## src/rtl/led_cube_frame_buffer_scanner_core_macros.svh

```systemverilog
// Assertion macros for the LED cube frame buffer scanner.
// Included by the top level; depends on nothing else.
`ifndef LED_CUBE_FRAME_BUFFER_SCANNER_CORE_MACROS_SVH
`define LED_CUBE_FRAME_BUFFER_SCANNER_CORE_MACROS_SVH

// Same-cycle implication, disabled while reset is held.
`define LCFBS_ASSERT_NOW(label, ante, cons) \
    label: assert property (@(posedge aclk) disable iff (!aresetn) (ante) |-> (cons)) \
        else $error("lcfbs assertion failed");

// Plain invariant, disabled while reset is held.
`define LCFBS_ASSERT_ALWAYS(label, cond) \
    label: assert property (@(posedge aclk) disable iff (!aresetn) (cond)) \
        else $error("lcfbs invariant failed");

`endif

```

## src/rtl/lcfbs_pkg.sv

```systemverilog
// Shared constants, operation codes and the frame store request type.
// Used by lcfbs_store, led_cube_frame_buffer_scanner_core and the testbench; no dependencies.
package lcfbs_pkg;

    localparam int SIDE     = 8;
    localparam int LAYERS   = 8;
    localparam int COORD_W  = $clog2(SIDE);
    localparam int LCNT_W   = 4;
    localparam int WORD_W   = 8;
    localparam int ADDR_W   = 1 + 2 * COORD_W;
    localparam int DEPTH    = 1 << ADDR_W;

    typedef enum logic [3:0] {
        FN_SETVOX  = 4'd0,
        FN_CLRVOX  = 4'd1,
        FN_WRVOX   = 4'd2,
        FN_GETVOX  = 4'd3,
        FN_GETX    = 4'd4,
        FN_SETX    = 4'd5,
        FN_GETY    = 4'd6,
        FN_SETY    = 4'd7,
        FN_GETZ    = 4'd8,
        FN_SETZ    = 4'd9,
        FN_READY   = 4'd10,
        FN_ELAPSED = 4'd11,
        FN_TICK    = 4'd12,
        FN_START   = 4'd13,
        FN_STOP    = 4'd14
    } func_t;

    // One write port and one read port of the frame store per cycle.
    typedef struct packed {
        logic              we;
        logic [ADDR_W-1:0] waddr;
        logic [WORD_W-1:0] wdata;
        logic              re;
        logic [ADDR_W-1:0] raddr;
    } mem_req_t;

endpackage

```

## src/rtl/led_cube_frame_buffer_scanner_core.sv

```systemverilog
// Top level of the double-buffered LED cube frame buffer and layer scanner.
// Depends on lcfbs_pkg, lcfbs_store and the assertion macro header.
//
//  channel | direction | tdata (low bit up)                      | tuser       | tlast
//  s_      | request   | func, coord_x, coord_y, coord_z, w_data | -           | -
//  m_      | result    | status, read_data, shift_byte           | shift_valid | latch_last
//
// After reset a clearing pass writes zeros through all 128 store words with s_tready
// low. Flag and mode requests and row writes along X are done in the decode state
// without a store read; single voxel ops, reads along X, axis ops along Y or Z and
// running ticks take a read and a data state for every stored word they touch on the
// single store read port. Results wait in one output register; a stalled m_ side
// holds the sequencer at its next result.
`include "led_cube_frame_buffer_scanner_core_macros.svh"

module led_cube_frame_buffer_scanner_core import lcfbs_pkg::*; (
    input  logic        aclk,
    input  logic        aresetn,
    input  logic        s_tvalid,
    output logic        s_tready,
    input  logic [39:0] s_tdata,   // func[3:0], coord_x[11:4], coord_y[19:12],
                                   // coord_z[27:20], write_data[35:28], zero pad
    output logic        m_tvalid,
    input  logic        m_tready,
    output logic [23:0] m_tdata,   // status[0], read_data[8:1], shift_byte[16:9], zero pad
    output logic        m_tuser,   // shift_valid
    output logic        m_tlast    // latch_last
);

    typedef enum logic [2:0] {
        ST_CLEAR, ST_IDLE, ST_DECODE, ST_LAYER, ST_READ, ST_DATA, ST_EMIT
    } state_t;

    typedef enum logic [1:0] {
        MODE_READY, MODE_RUNNING, MODE_STOPPED
    } mode_t;

    localparam logic [COORD_W-1:0] IDX_LAST = COORD_W'(SIDE - 1);
    localparam logic [ADDR_W-1:0]  CLR_LAST = ADDR_W'(DEPTH - 1);

    state_t              state_reg;
    mode_t               mode_reg;
    logic [ADDR_W-1:0]   clr_cnt_reg;
    func_t               func_reg;
    logic [7:0]          cx_reg, cy_reg, cz_reg, wd_reg;
    logic [COORD_W-1:0]  idx_reg;
    logic [WORD_W-1:0]   acc_reg;
    logic                front_reg;
    logic [LCNT_W-1:0]   layer_cnt_reg;
    logic                ready_flag_reg, elapsed_flag_reg;
    logic                res_st_reg;
    logic [7:0]          res_rd_reg;
    logic                m_tvalid_reg, st_out_reg, sv_out_reg, last_out_reg;
    logic [7:0]          rd_out_reg, sb_out_reg;

    logic                okx, oky, okz, item_ok, out_free, is_write, wr_bit;
    logic [COORD_W-1:0]  cx, ysel, zsel, layer;
    logic [WORD_W-1:0]   rdata, new_word, acc_next;
    logic [ADDR_W-1:0]   addr;
    mem_req_t            req;

    assign okx = cx_reg < 8'(SIDE);
    assign oky = cy_reg < 8'(SIDE);
    assign okz = cz_reg < 8'(SIDE);
    assign cx  = cx_reg[COORD_W-1:0];

    always_comb begin
        case (func_reg)
            FN_SETVOX, FN_CLRVOX, FN_WRVOX, FN_GETVOX: item_ok = okx && oky && okz;
            FN_GETX, FN_SETX:                          item_ok = oky && okz;
            FN_GETY, FN_SETY:                          item_ok = okx && okz;
            FN_GETZ, FN_SETZ:                          item_ok = okx && oky;
            FN_READY, FN_ELAPSED, FN_TICK, FN_STOP:    item_ok = mode_reg == MODE_RUNNING;
            FN_START: item_ok = (mode_reg == MODE_READY) || (mode_reg == MODE_STOPPED);
            default:                                   item_ok = 1'b0;
        endcase
    end

    // Row word selection: the loop index walks y or z depending on the operation.
    always_comb begin
        ysel = cy_reg[COORD_W-1:0];
        zsel = cz_reg[COORD_W-1:0];
        case (func_reg)
            FN_GETY, FN_SETY, FN_TICK: ysel = idx_reg;
            FN_GETZ, FN_SETZ:          zsel = idx_reg;
            default:                   ysel = cy_reg[COORD_W-1:0];
        endcase
    end

    always_comb begin
        case (func_reg)
            FN_SETVOX, FN_CLRVOX, FN_WRVOX, FN_SETX, FN_SETY, FN_SETZ: is_write = 1'b1;
            default:                                                    is_write = 1'b0;
        endcase
    end

    always_comb begin
        case (func_reg)
            FN_SETVOX:        wr_bit = 1'b1;
            FN_CLRVOX:        wr_bit = 1'b0;
            FN_WRVOX:         wr_bit = wd_reg[0];
            FN_SETY, FN_SETZ: wr_bit = wd_reg[idx_reg];
            default:          wr_bit = 1'b0;
        endcase
    end

    // Writes go to the back buffer, reads come from the front buffer.
    assign addr     = {is_write ? ~front_reg : front_reg, ysel, zsel};
    assign new_word = (rdata & ~(WORD_W'(1) << cx)) | (WORD_W'(wr_bit) << cx);
    assign acc_next = acc_reg | (WORD_W'(rdata[cx]) << idx_reg);
    assign layer    = cz_reg[COORD_W-1:0];
    assign out_free = !m_tvalid_reg || m_tready;

    always_comb begin
        req.we    = 1'b0;
        req.waddr = addr;
        req.wdata = new_word;
        req.re    = state_reg == ST_READ;
        req.raddr = addr;
        case (state_reg)
            ST_CLEAR: begin
                req.we    = 1'b1;
                req.waddr = clr_cnt_reg;
                req.wdata = '0;
            end
            ST_DECODE: begin
                req.we    = (func_reg == FN_SETX) && item_ok;
                req.wdata = wd_reg;
            end
            ST_DATA: begin
                req.we = is_write;
            end
            default: req.we = 1'b0;
        endcase
    end

    lcfbs_store u_store (
        .aclk  (aclk),
        .req   (req),
        .rdata (rdata)
    );

    always_ff @(posedge aclk) begin
        if (!aresetn) begin
            state_reg        <= ST_CLEAR;
            clr_cnt_reg      <= '0;
            mode_reg         <= MODE_READY;
            front_reg        <= 1'b0;
            layer_cnt_reg    <= '0;
            ready_flag_reg   <= 1'b0;
            elapsed_flag_reg <= 1'b0;
            m_tvalid_reg     <= 1'b0;
        end else begin
            if (m_tready) begin
                m_tvalid_reg <= 1'b0;
            end
            case (state_reg)
                ST_CLEAR: begin
                    clr_cnt_reg <= clr_cnt_reg + 1'b1;
                    if (clr_cnt_reg == CLR_LAST) begin
                        state_reg <= ST_IDLE;
                    end
                end
                ST_IDLE: begin
                    if (s_tvalid) begin
                        func_reg  <= func_t'(s_tdata[3:0]);
                        cx_reg    <= s_tdata[11:4];
                        cy_reg    <= s_tdata[19:12];
                        cz_reg    <= s_tdata[27:20];
                        wd_reg    <= s_tdata[35:28];
                        state_reg <= ST_DECODE;
                    end
                end
                ST_DECODE: begin
                    res_st_reg <= 1'b0;
                    res_rd_reg <= '0;
                    idx_reg    <= '0;
                    acc_reg    <= '0;
                    state_reg  <= ST_EMIT;
                    if (!item_ok) begin
                        res_st_reg <= 1'b1;
                    end else begin
                        case (func_reg)
                            FN_SETX:    ;
                            FN_READY:   ready_flag_reg   <= 1'b1;
                            FN_ELAPSED: elapsed_flag_reg <= 1'b1;
                            FN_START:   mode_reg         <= MODE_RUNNING;
                            FN_STOP:    mode_reg         <= MODE_STOPPED;
                            FN_TICK: begin
                                // On wrap, swap buffers once both flags are up.
                                if (layer_cnt_reg >= LCNT_W'(LAYERS)) begin
                                    layer_cnt_reg <= LCNT_W'(1);
                                    cz_reg        <= '0;
                                    if (ready_flag_reg && elapsed_flag_reg) begin
                                        front_reg        <= ~front_reg;
                                        ready_flag_reg   <= 1'b0;
                                        elapsed_flag_reg <= 1'b0;
                                    end
                                end else begin
                                    layer_cnt_reg <= layer_cnt_reg + 1'b1;
                                    cz_reg        <= 8'(layer_cnt_reg);
                                end
                                state_reg <= ST_LAYER;
                            end
                            default: state_reg <= ST_READ;
                        endcase
                    end
                end
                ST_LAYER: begin
                    if (out_free) begin
                        m_tvalid_reg <= 1'b1;
                        st_out_reg   <= 1'b0;
                        rd_out_reg   <= '0;
                        sb_out_reg   <= 8'(1) << layer;
                        sv_out_reg   <= 1'b1;
                        last_out_reg <= 1'b0;
                        state_reg    <= ST_READ;
                    end
                end
                ST_READ: begin
                    state_reg <= ST_DATA;
                end
                ST_DATA: begin
                    case (func_reg)
                        FN_GETVOX: begin
                            res_rd_reg <= 8'(rdata[cx]);
                            state_reg  <= ST_EMIT;
                        end
                        FN_GETX: begin
                            res_rd_reg <= rdata;
                            state_reg  <= ST_EMIT;
                        end
                        FN_GETY, FN_GETZ: begin
                            acc_reg <= acc_next;
                            idx_reg <= idx_reg + 1'b1;
                            if (idx_reg == IDX_LAST) begin
                                res_rd_reg <= acc_next;
                                state_reg  <= ST_EMIT;
                            end else begin
                                state_reg <= ST_READ;
                            end
                        end
                        FN_SETY, FN_SETZ: begin
                            idx_reg   <= idx_reg + 1'b1;
                            state_reg <= (idx_reg == IDX_LAST) ? ST_EMIT : ST_READ;
                        end
                        FN_TICK: begin
                            if (out_free) begin
                                m_tvalid_reg <= 1'b1;
                                st_out_reg   <= 1'b0;
                                rd_out_reg   <= '0;
                                sb_out_reg   <= rdata;
                                sv_out_reg   <= 1'b1;
                                last_out_reg <= idx_reg == IDX_LAST;
                                idx_reg      <= idx_reg + 1'b1;
                                state_reg    <= (idx_reg == IDX_LAST) ? ST_IDLE : ST_READ;
                            end
                        end
                        default: state_reg <= ST_EMIT;
                    endcase
                end
                ST_EMIT: begin
                    if (out_free) begin
                        m_tvalid_reg <= 1'b1;
                        st_out_reg   <= res_st_reg;
                        rd_out_reg   <= res_rd_reg;
                        sb_out_reg   <= '0;
                        sv_out_reg   <= 1'b0;
                        last_out_reg <= 1'b1;
                        state_reg    <= ST_IDLE;
                    end
                end
                default: state_reg <= ST_IDLE;
            endcase
        end
    end

    assign s_tready = state_reg == ST_IDLE;
    assign m_tvalid = m_tvalid_reg;
    assign m_tdata  = {7'd0, sb_out_reg, rd_out_reg, st_out_reg};
    assign m_tuser  = sv_out_reg;
    assign m_tlast  = last_out_reg;

    // A buffer swap happens only with both flags set, which it then clears.
    `LCFBS_ASSERT_NOW(a_swap_needs_flags, front_reg != $past(front_reg), $past(ready_flag_reg && elapsed_flag_reg) && !ready_flag_reg && !elapsed_flag_reg)
    // The frame-ready flag can only come up while the scanner runs.
    `LCFBS_ASSERT_NOW(a_flag_only_running, $rose(ready_flag_reg), mode_reg == MODE_RUNNING)
    // The layer counter never runs past one beyond the last layer.
    `LCFBS_ASSERT_ALWAYS(a_layer_bound, layer_cnt_reg <= LCNT_W'(LAYERS))

endmodule

```

## src/rtl/lcfbs_store.sv

```systemverilog
// Frame store for both buffers: one write and one registered read per cycle.
// Depends on lcfbs_pkg.
module lcfbs_store import lcfbs_pkg::*; (
    input  logic              aclk,
    input  mem_req_t          req,
    output logic [WORD_W-1:0] rdata
);

    logic [WORD_W-1:0] mem [DEPTH];
    logic [WORD_W-1:0] rdata_reg;

    always_ff @(posedge aclk) begin
        if (req.we) begin
            mem[req.waddr] <= req.wdata;
        end
        // Read data holds while no read is issued.
        if (req.re) begin
            rdata_reg <= mem[req.raddr];
        end
    end

    assign rdata = rdata_reg;

endmodule

```

## config.mk

```make
export PLATFORM = sky130hd
export DESIGN_NAME = led_cube_frame_buffer_scanner_core
export DESIGN_NICKNAME = d
export VERILOG_FILES = /design/src/rtl/lcfbs_pkg.sv /design/src/rtl/led_cube_frame_buffer_scanner_core.sv /design/src/rtl/lcfbs_store.sv
export VERILOG_INCLUDE_DIRS = /design/src /design/src/rtl
export SDC_FILE = /design/constraint.sdc
export NUM_CORES = 2
export LEC_CHECK = 0
export BUFFER_PORTS_ARGS = -buffer_cell sky130_fd_sc_hd__buf_2
export CAP_MARGIN = 20
export CORE_MARGIN = 1
export CORE_UTILIZATION = 40
export CTS_CLUSTER_SIZE = 8
export DETAILED_ROUTE_END_ITERATION = 8
export GPL_ROUTABILITY_DRIVEN = 0
export MAX_ROUTING_LAYER = met4
export PLACE_DENSITY = 0.6
export SYNTH_ARGS = -nofsm -noshare
export SYNTH_HDL_FRONTEND = slang
export SYNTH_SLANG_ARGS = --single-unit
```

## constraint.sdc

```tcl
create_clock -name aclk -period 7 [get_ports aclk]
set_input_delay 1.4 -clock aclk [delete_from_list [all_inputs] [get_ports aclk]]
set_output_delay 1.4 -clock aclk [all_outputs]
set_load 0.05 [all_outputs]
```

==> results.md <==
- Outcome: complete, no violations
- Hold EP: ready_flag_reg$_SDFFE_PN0P_
- Die Area: 0.116 mm²
- Wire length per cell: 23.0 µm
- Fillers: 10,100
- Async set or reset register ratio after synthesis: 0
- Crit end category: register
- CTS Sinks: 1,127
- Power Density: 291 mW/mm²
- Synthesized area per cell: 12.6 µm²
- Crit path kind: register to register
- Synth Flop Type: edfxtp_1
- Fin. Hold Viols: 0
- CTS Buf Count: 159
- Finish-stage setup viols: 0
- Pins Over Slew Limit: 0
- # rows: 124
- Placed Cells incl. Taps: 5,045
- Post-CTS sizing: 0
- Minimum clock period after layout: 5.14 ns
- Area growth from synthesis to final layout: 13.1%
- Critical Path AT: 5.51 ns
- Hold wc startpoint: ready_flag_reg$_SDFFE_PN0P_
- Max reg flops: 1,024
- CTS tree: built
- Num ports: 72
- Via/cell ratio: 5.55
- Cells on Worst Hold Path: 1
- Postcts setup bufs: 0
- Share of layout cells above drive strength 1: 0.0888
- Fmax: 0.195 GHz
- Crit start category: register
- Number of flops mapped to enable cells by yosys: 1,107
- FF-to-FF setup slack: 1.86 ns
- Filler-free cell count of the finished design: 5,238
- Register area share after synthesis: 0.731
- H-Tree Depth: 4
- Area of the mapped netlist: 0.0460 mm²
- GRT Resource Usage Total: 0.211
- RR Startpoint: func_reg[3]$_DFFE_PP_
- Hold Crit Class: register to register
- Initial antenna violation count: 1
- CP Cell Sequence: or3b_1 -> nor3_1 -> o31ai_1 -> a31oi_1 -> a41o_1 -> nand3_2 -> nor2_1
- Setup_tns: 0 ns
- Number of synthesis warnings: 0
- Final Cell Area: 0.0520 mm²
- PortBufs: 60
- Relative slew slack: 0.229
- Post-DRT Antenna Nets: 0
- First-pass GRT wire length: 178 mm
- RSZ-0062 raised after global routing: false
- Routed Wire Length: 120 mm
- Antenna Cells: 0
- Hold-fix buffers at CTS: 0
- Clock tree buffer depth: 3
- R2r worst-path depth: 7
- Latest clock arrival within the worst-skew pair: 0.76 ns
- Largest net degree at the start of global routing: 179
- HPWL after DPL: 67.8 mm
- Worst vdd ir: 0.293 mV
- Seq cells post-synth: 1,127
- Vias in the first global route: 27,900
- Max Cap Violations: 0
- Slowest stage delay, CP: 0.98 ns
- Worst-Margin Slew: 1.15 ns
- Register with the most flip-flops: u_store.mem
- Tcrit/Tclk final: 0.734
- Die Wd: 341 µm
- Die Y: 341 µm
- DRT iter0 DRCs: 3,052
- Clock root buffer: clkbuf_16
- Unique masters post-synth: 74
- Cells after synthesis: 3,655
- Crit path required time: 7.37 ns
- Vias: 29,100
- Placed inst area: 0.0477 mm²
- Reg2Reg Capture Point: u_store.mem[122][3]$_DFFE_PP_
- First drt pass iteration count: 7
- Clk slew on worst S/H paths: 0.05 ns
- Starting Density: 0.403
- LEAKAGE: 17.9 nW
- Clk_skew: 0.0293 ns
- Core Area: 0.114 mm²
- Global route overflow: 0
- CP max-delay cell: nor2_1
- Post-layout util: 0.456
- Worst-path fanout max: 21
- # DRC: 0
- Layout Nets: 3,743
cell type report:
| type | instances | area, µm² | share of cell area |
|---|---|---|---|
| multi-input cells | 2297 | 11400 | 0.220 |
| flip-flops and latches | 1127 | 33600 | 0.646 |
| clock buffers | 183 | 4210 | 0.0808 |
| inverters | 8 | 30.0 | 0.000577 |
| clock inverters | 10 | 149 | 0.00286 |
| repair buffers | 101 | 683 | 0.0131 |
| well taps | 1512 | 1890 | 0.0364 |
worst max-delay path by stage:
| stage | from | to | slack, ns | cells after the start |
|---|---|---|---|---|
| final | func_reg[3]$_DFFE_PP_ | u_store.mem[122][3]$_DFFE_PP_ | 1.86 | 7 |
| after global routing | func_reg[3]$_DFFE_PP_ | u_store.mem[122][3]$_DFFE_PP_ | 1.66 | 7 |
| after CTS | func_reg[1]$_DFFE_PP_ | u_store.mem[46][7]$_DFFE_PP_ | 1.91 | 7 |
| after detailed placement | func_reg[1]$_DFFE_PP_ | u_store.mem[46][7]$_DFFE_PP_ | 1.93 | 7 |
| after global placement | func_reg[1]$_DFFE_PP_ | u_store.mem[62][4]$_DFFE_PP_ | 1.88 | 7 |
| after floorplan | state_reg[0]$_SDFFE_PN0P_ | u_store.mem[0][0]$_DFFE_PP_ | 2.11 | 4 |
layout by cell type, fill, tap and decap left out, types with 4 or more instances in the layout:
| master | count |
|---|---|
| nor2_1 | 189 |
| a32oi_1 | 25 |
| a22o_4 | 5 |
| and3_1 | 38 |
| nand3b_1 | 9 |
| nand2b_1 | 14 |
| clkbuf_1 | 17 |
| clkbuf_16 | 165 |
| o31ai_1 | 9 |
| nand3_1 | 517 |
| a22o_1 | 9 |
| edfxtp_1 | 1107 |
| ha_1 | 5 |
| nor3_1 | 10 |
| a21oi_1 | 71 |
| buf_4 | 35 |
| nand3_2 | 8 |
| buf_2 | 60 |
| or4_1 | 11 |
| conb_1 | 7 |
| o21a_1 | 6 |
| dfxtp_1 | 20 |
| o31ai_2 | 4 |
| mux2i_1 | 50 |
| a31oi_1 | 73 |
| mux4_2 | 4 |
| o22ai_1 | 17 |
| nand2_1 | 1010 |
| o31a_1 | 7 |
| nand4_1 | 65 |
| a22oi_1 | 6 |
| and2_1 | 18 |
| inv_1 | 8 |
| nor3_2 | 7 |
| xor2_1 | 8 |
| nor2b_1 | 6 |
| buf_12 | 6 |
| o21ai_0 | 22 |
cells in the mapped netlist (all sizes together) (28+ instances only):
| library cell | count | area share |
|---|---|---|
| a21oi | 76 | 0.0087 |
| nor2 | 190 | 0.015 |
| a31oi | 73 | 0.0099 |
| nand4 | 65 | 0.0088 |
| buf | 149 | 0.017 |
| clkbuf | 80 | 0.0065 |
| edfxtp | 1107 | 0.72 |
| o21ai | 28 | 0.0030 |
| nand2 | 1012 | 0.083 |
| nand3 | 525 | 0.058 |
| and3 | 39 | 0.0054 |
| mux2i | 52 | 0.012 |
cell families after synthesis:
family,share of synthesized area
other,0.0000815
XOR/XNOR,0.00209
AO/OA/AOI/OAI,0.0414
multiplexers,0.0147
AND/OR/NAND/NOR,0.185
flip-flops,0.731
adder cells (fa/ha/maj),0.00136
buffers and inverters,0.0244
power breakdown:
part,total (mW),internal [mW],switching [mW]
registers,7.55,7.52,0.0280
logic,0.690,0.126,0.564
clock network,6.88,4.17,2.71
metrics by stage:
stage / power (mW) / worst slack (ns) / hold WS, ns
after CTS: 15.2 / 1.91 / 0.472
after global placement: 8.35 / 1.88 / 0.448
after detailed placement: 8.36 / 1.93 / 0.458
final: 15.1 / 1.86 / 0.473
after global routing: 15.5 / 1.66 / 0.491
after floorplan: 8.06 / 2.11 / 0.440
per-layer routing:
metal | vias up | GRT usage | wire, µm
li1 | 13400 | - | -
met1 | 14300 | 0.288 | 52100
met2 | 1199 | 0.316 | 55300
met3 | 245 | 0.0378 | 9210
met4 | 0 | 0.0787 | 3880
met5 | - | - | 0
critical path: cells and delay by family (launching register included):
family | cells | cell delay, ns
AO/OA/AOI/OAI | 3 | 1.10
AND/OR/NAND/NOR | 4 | 2.88
flip-flops | 1 | 0.75
Power figures use the tool's default switching activity.
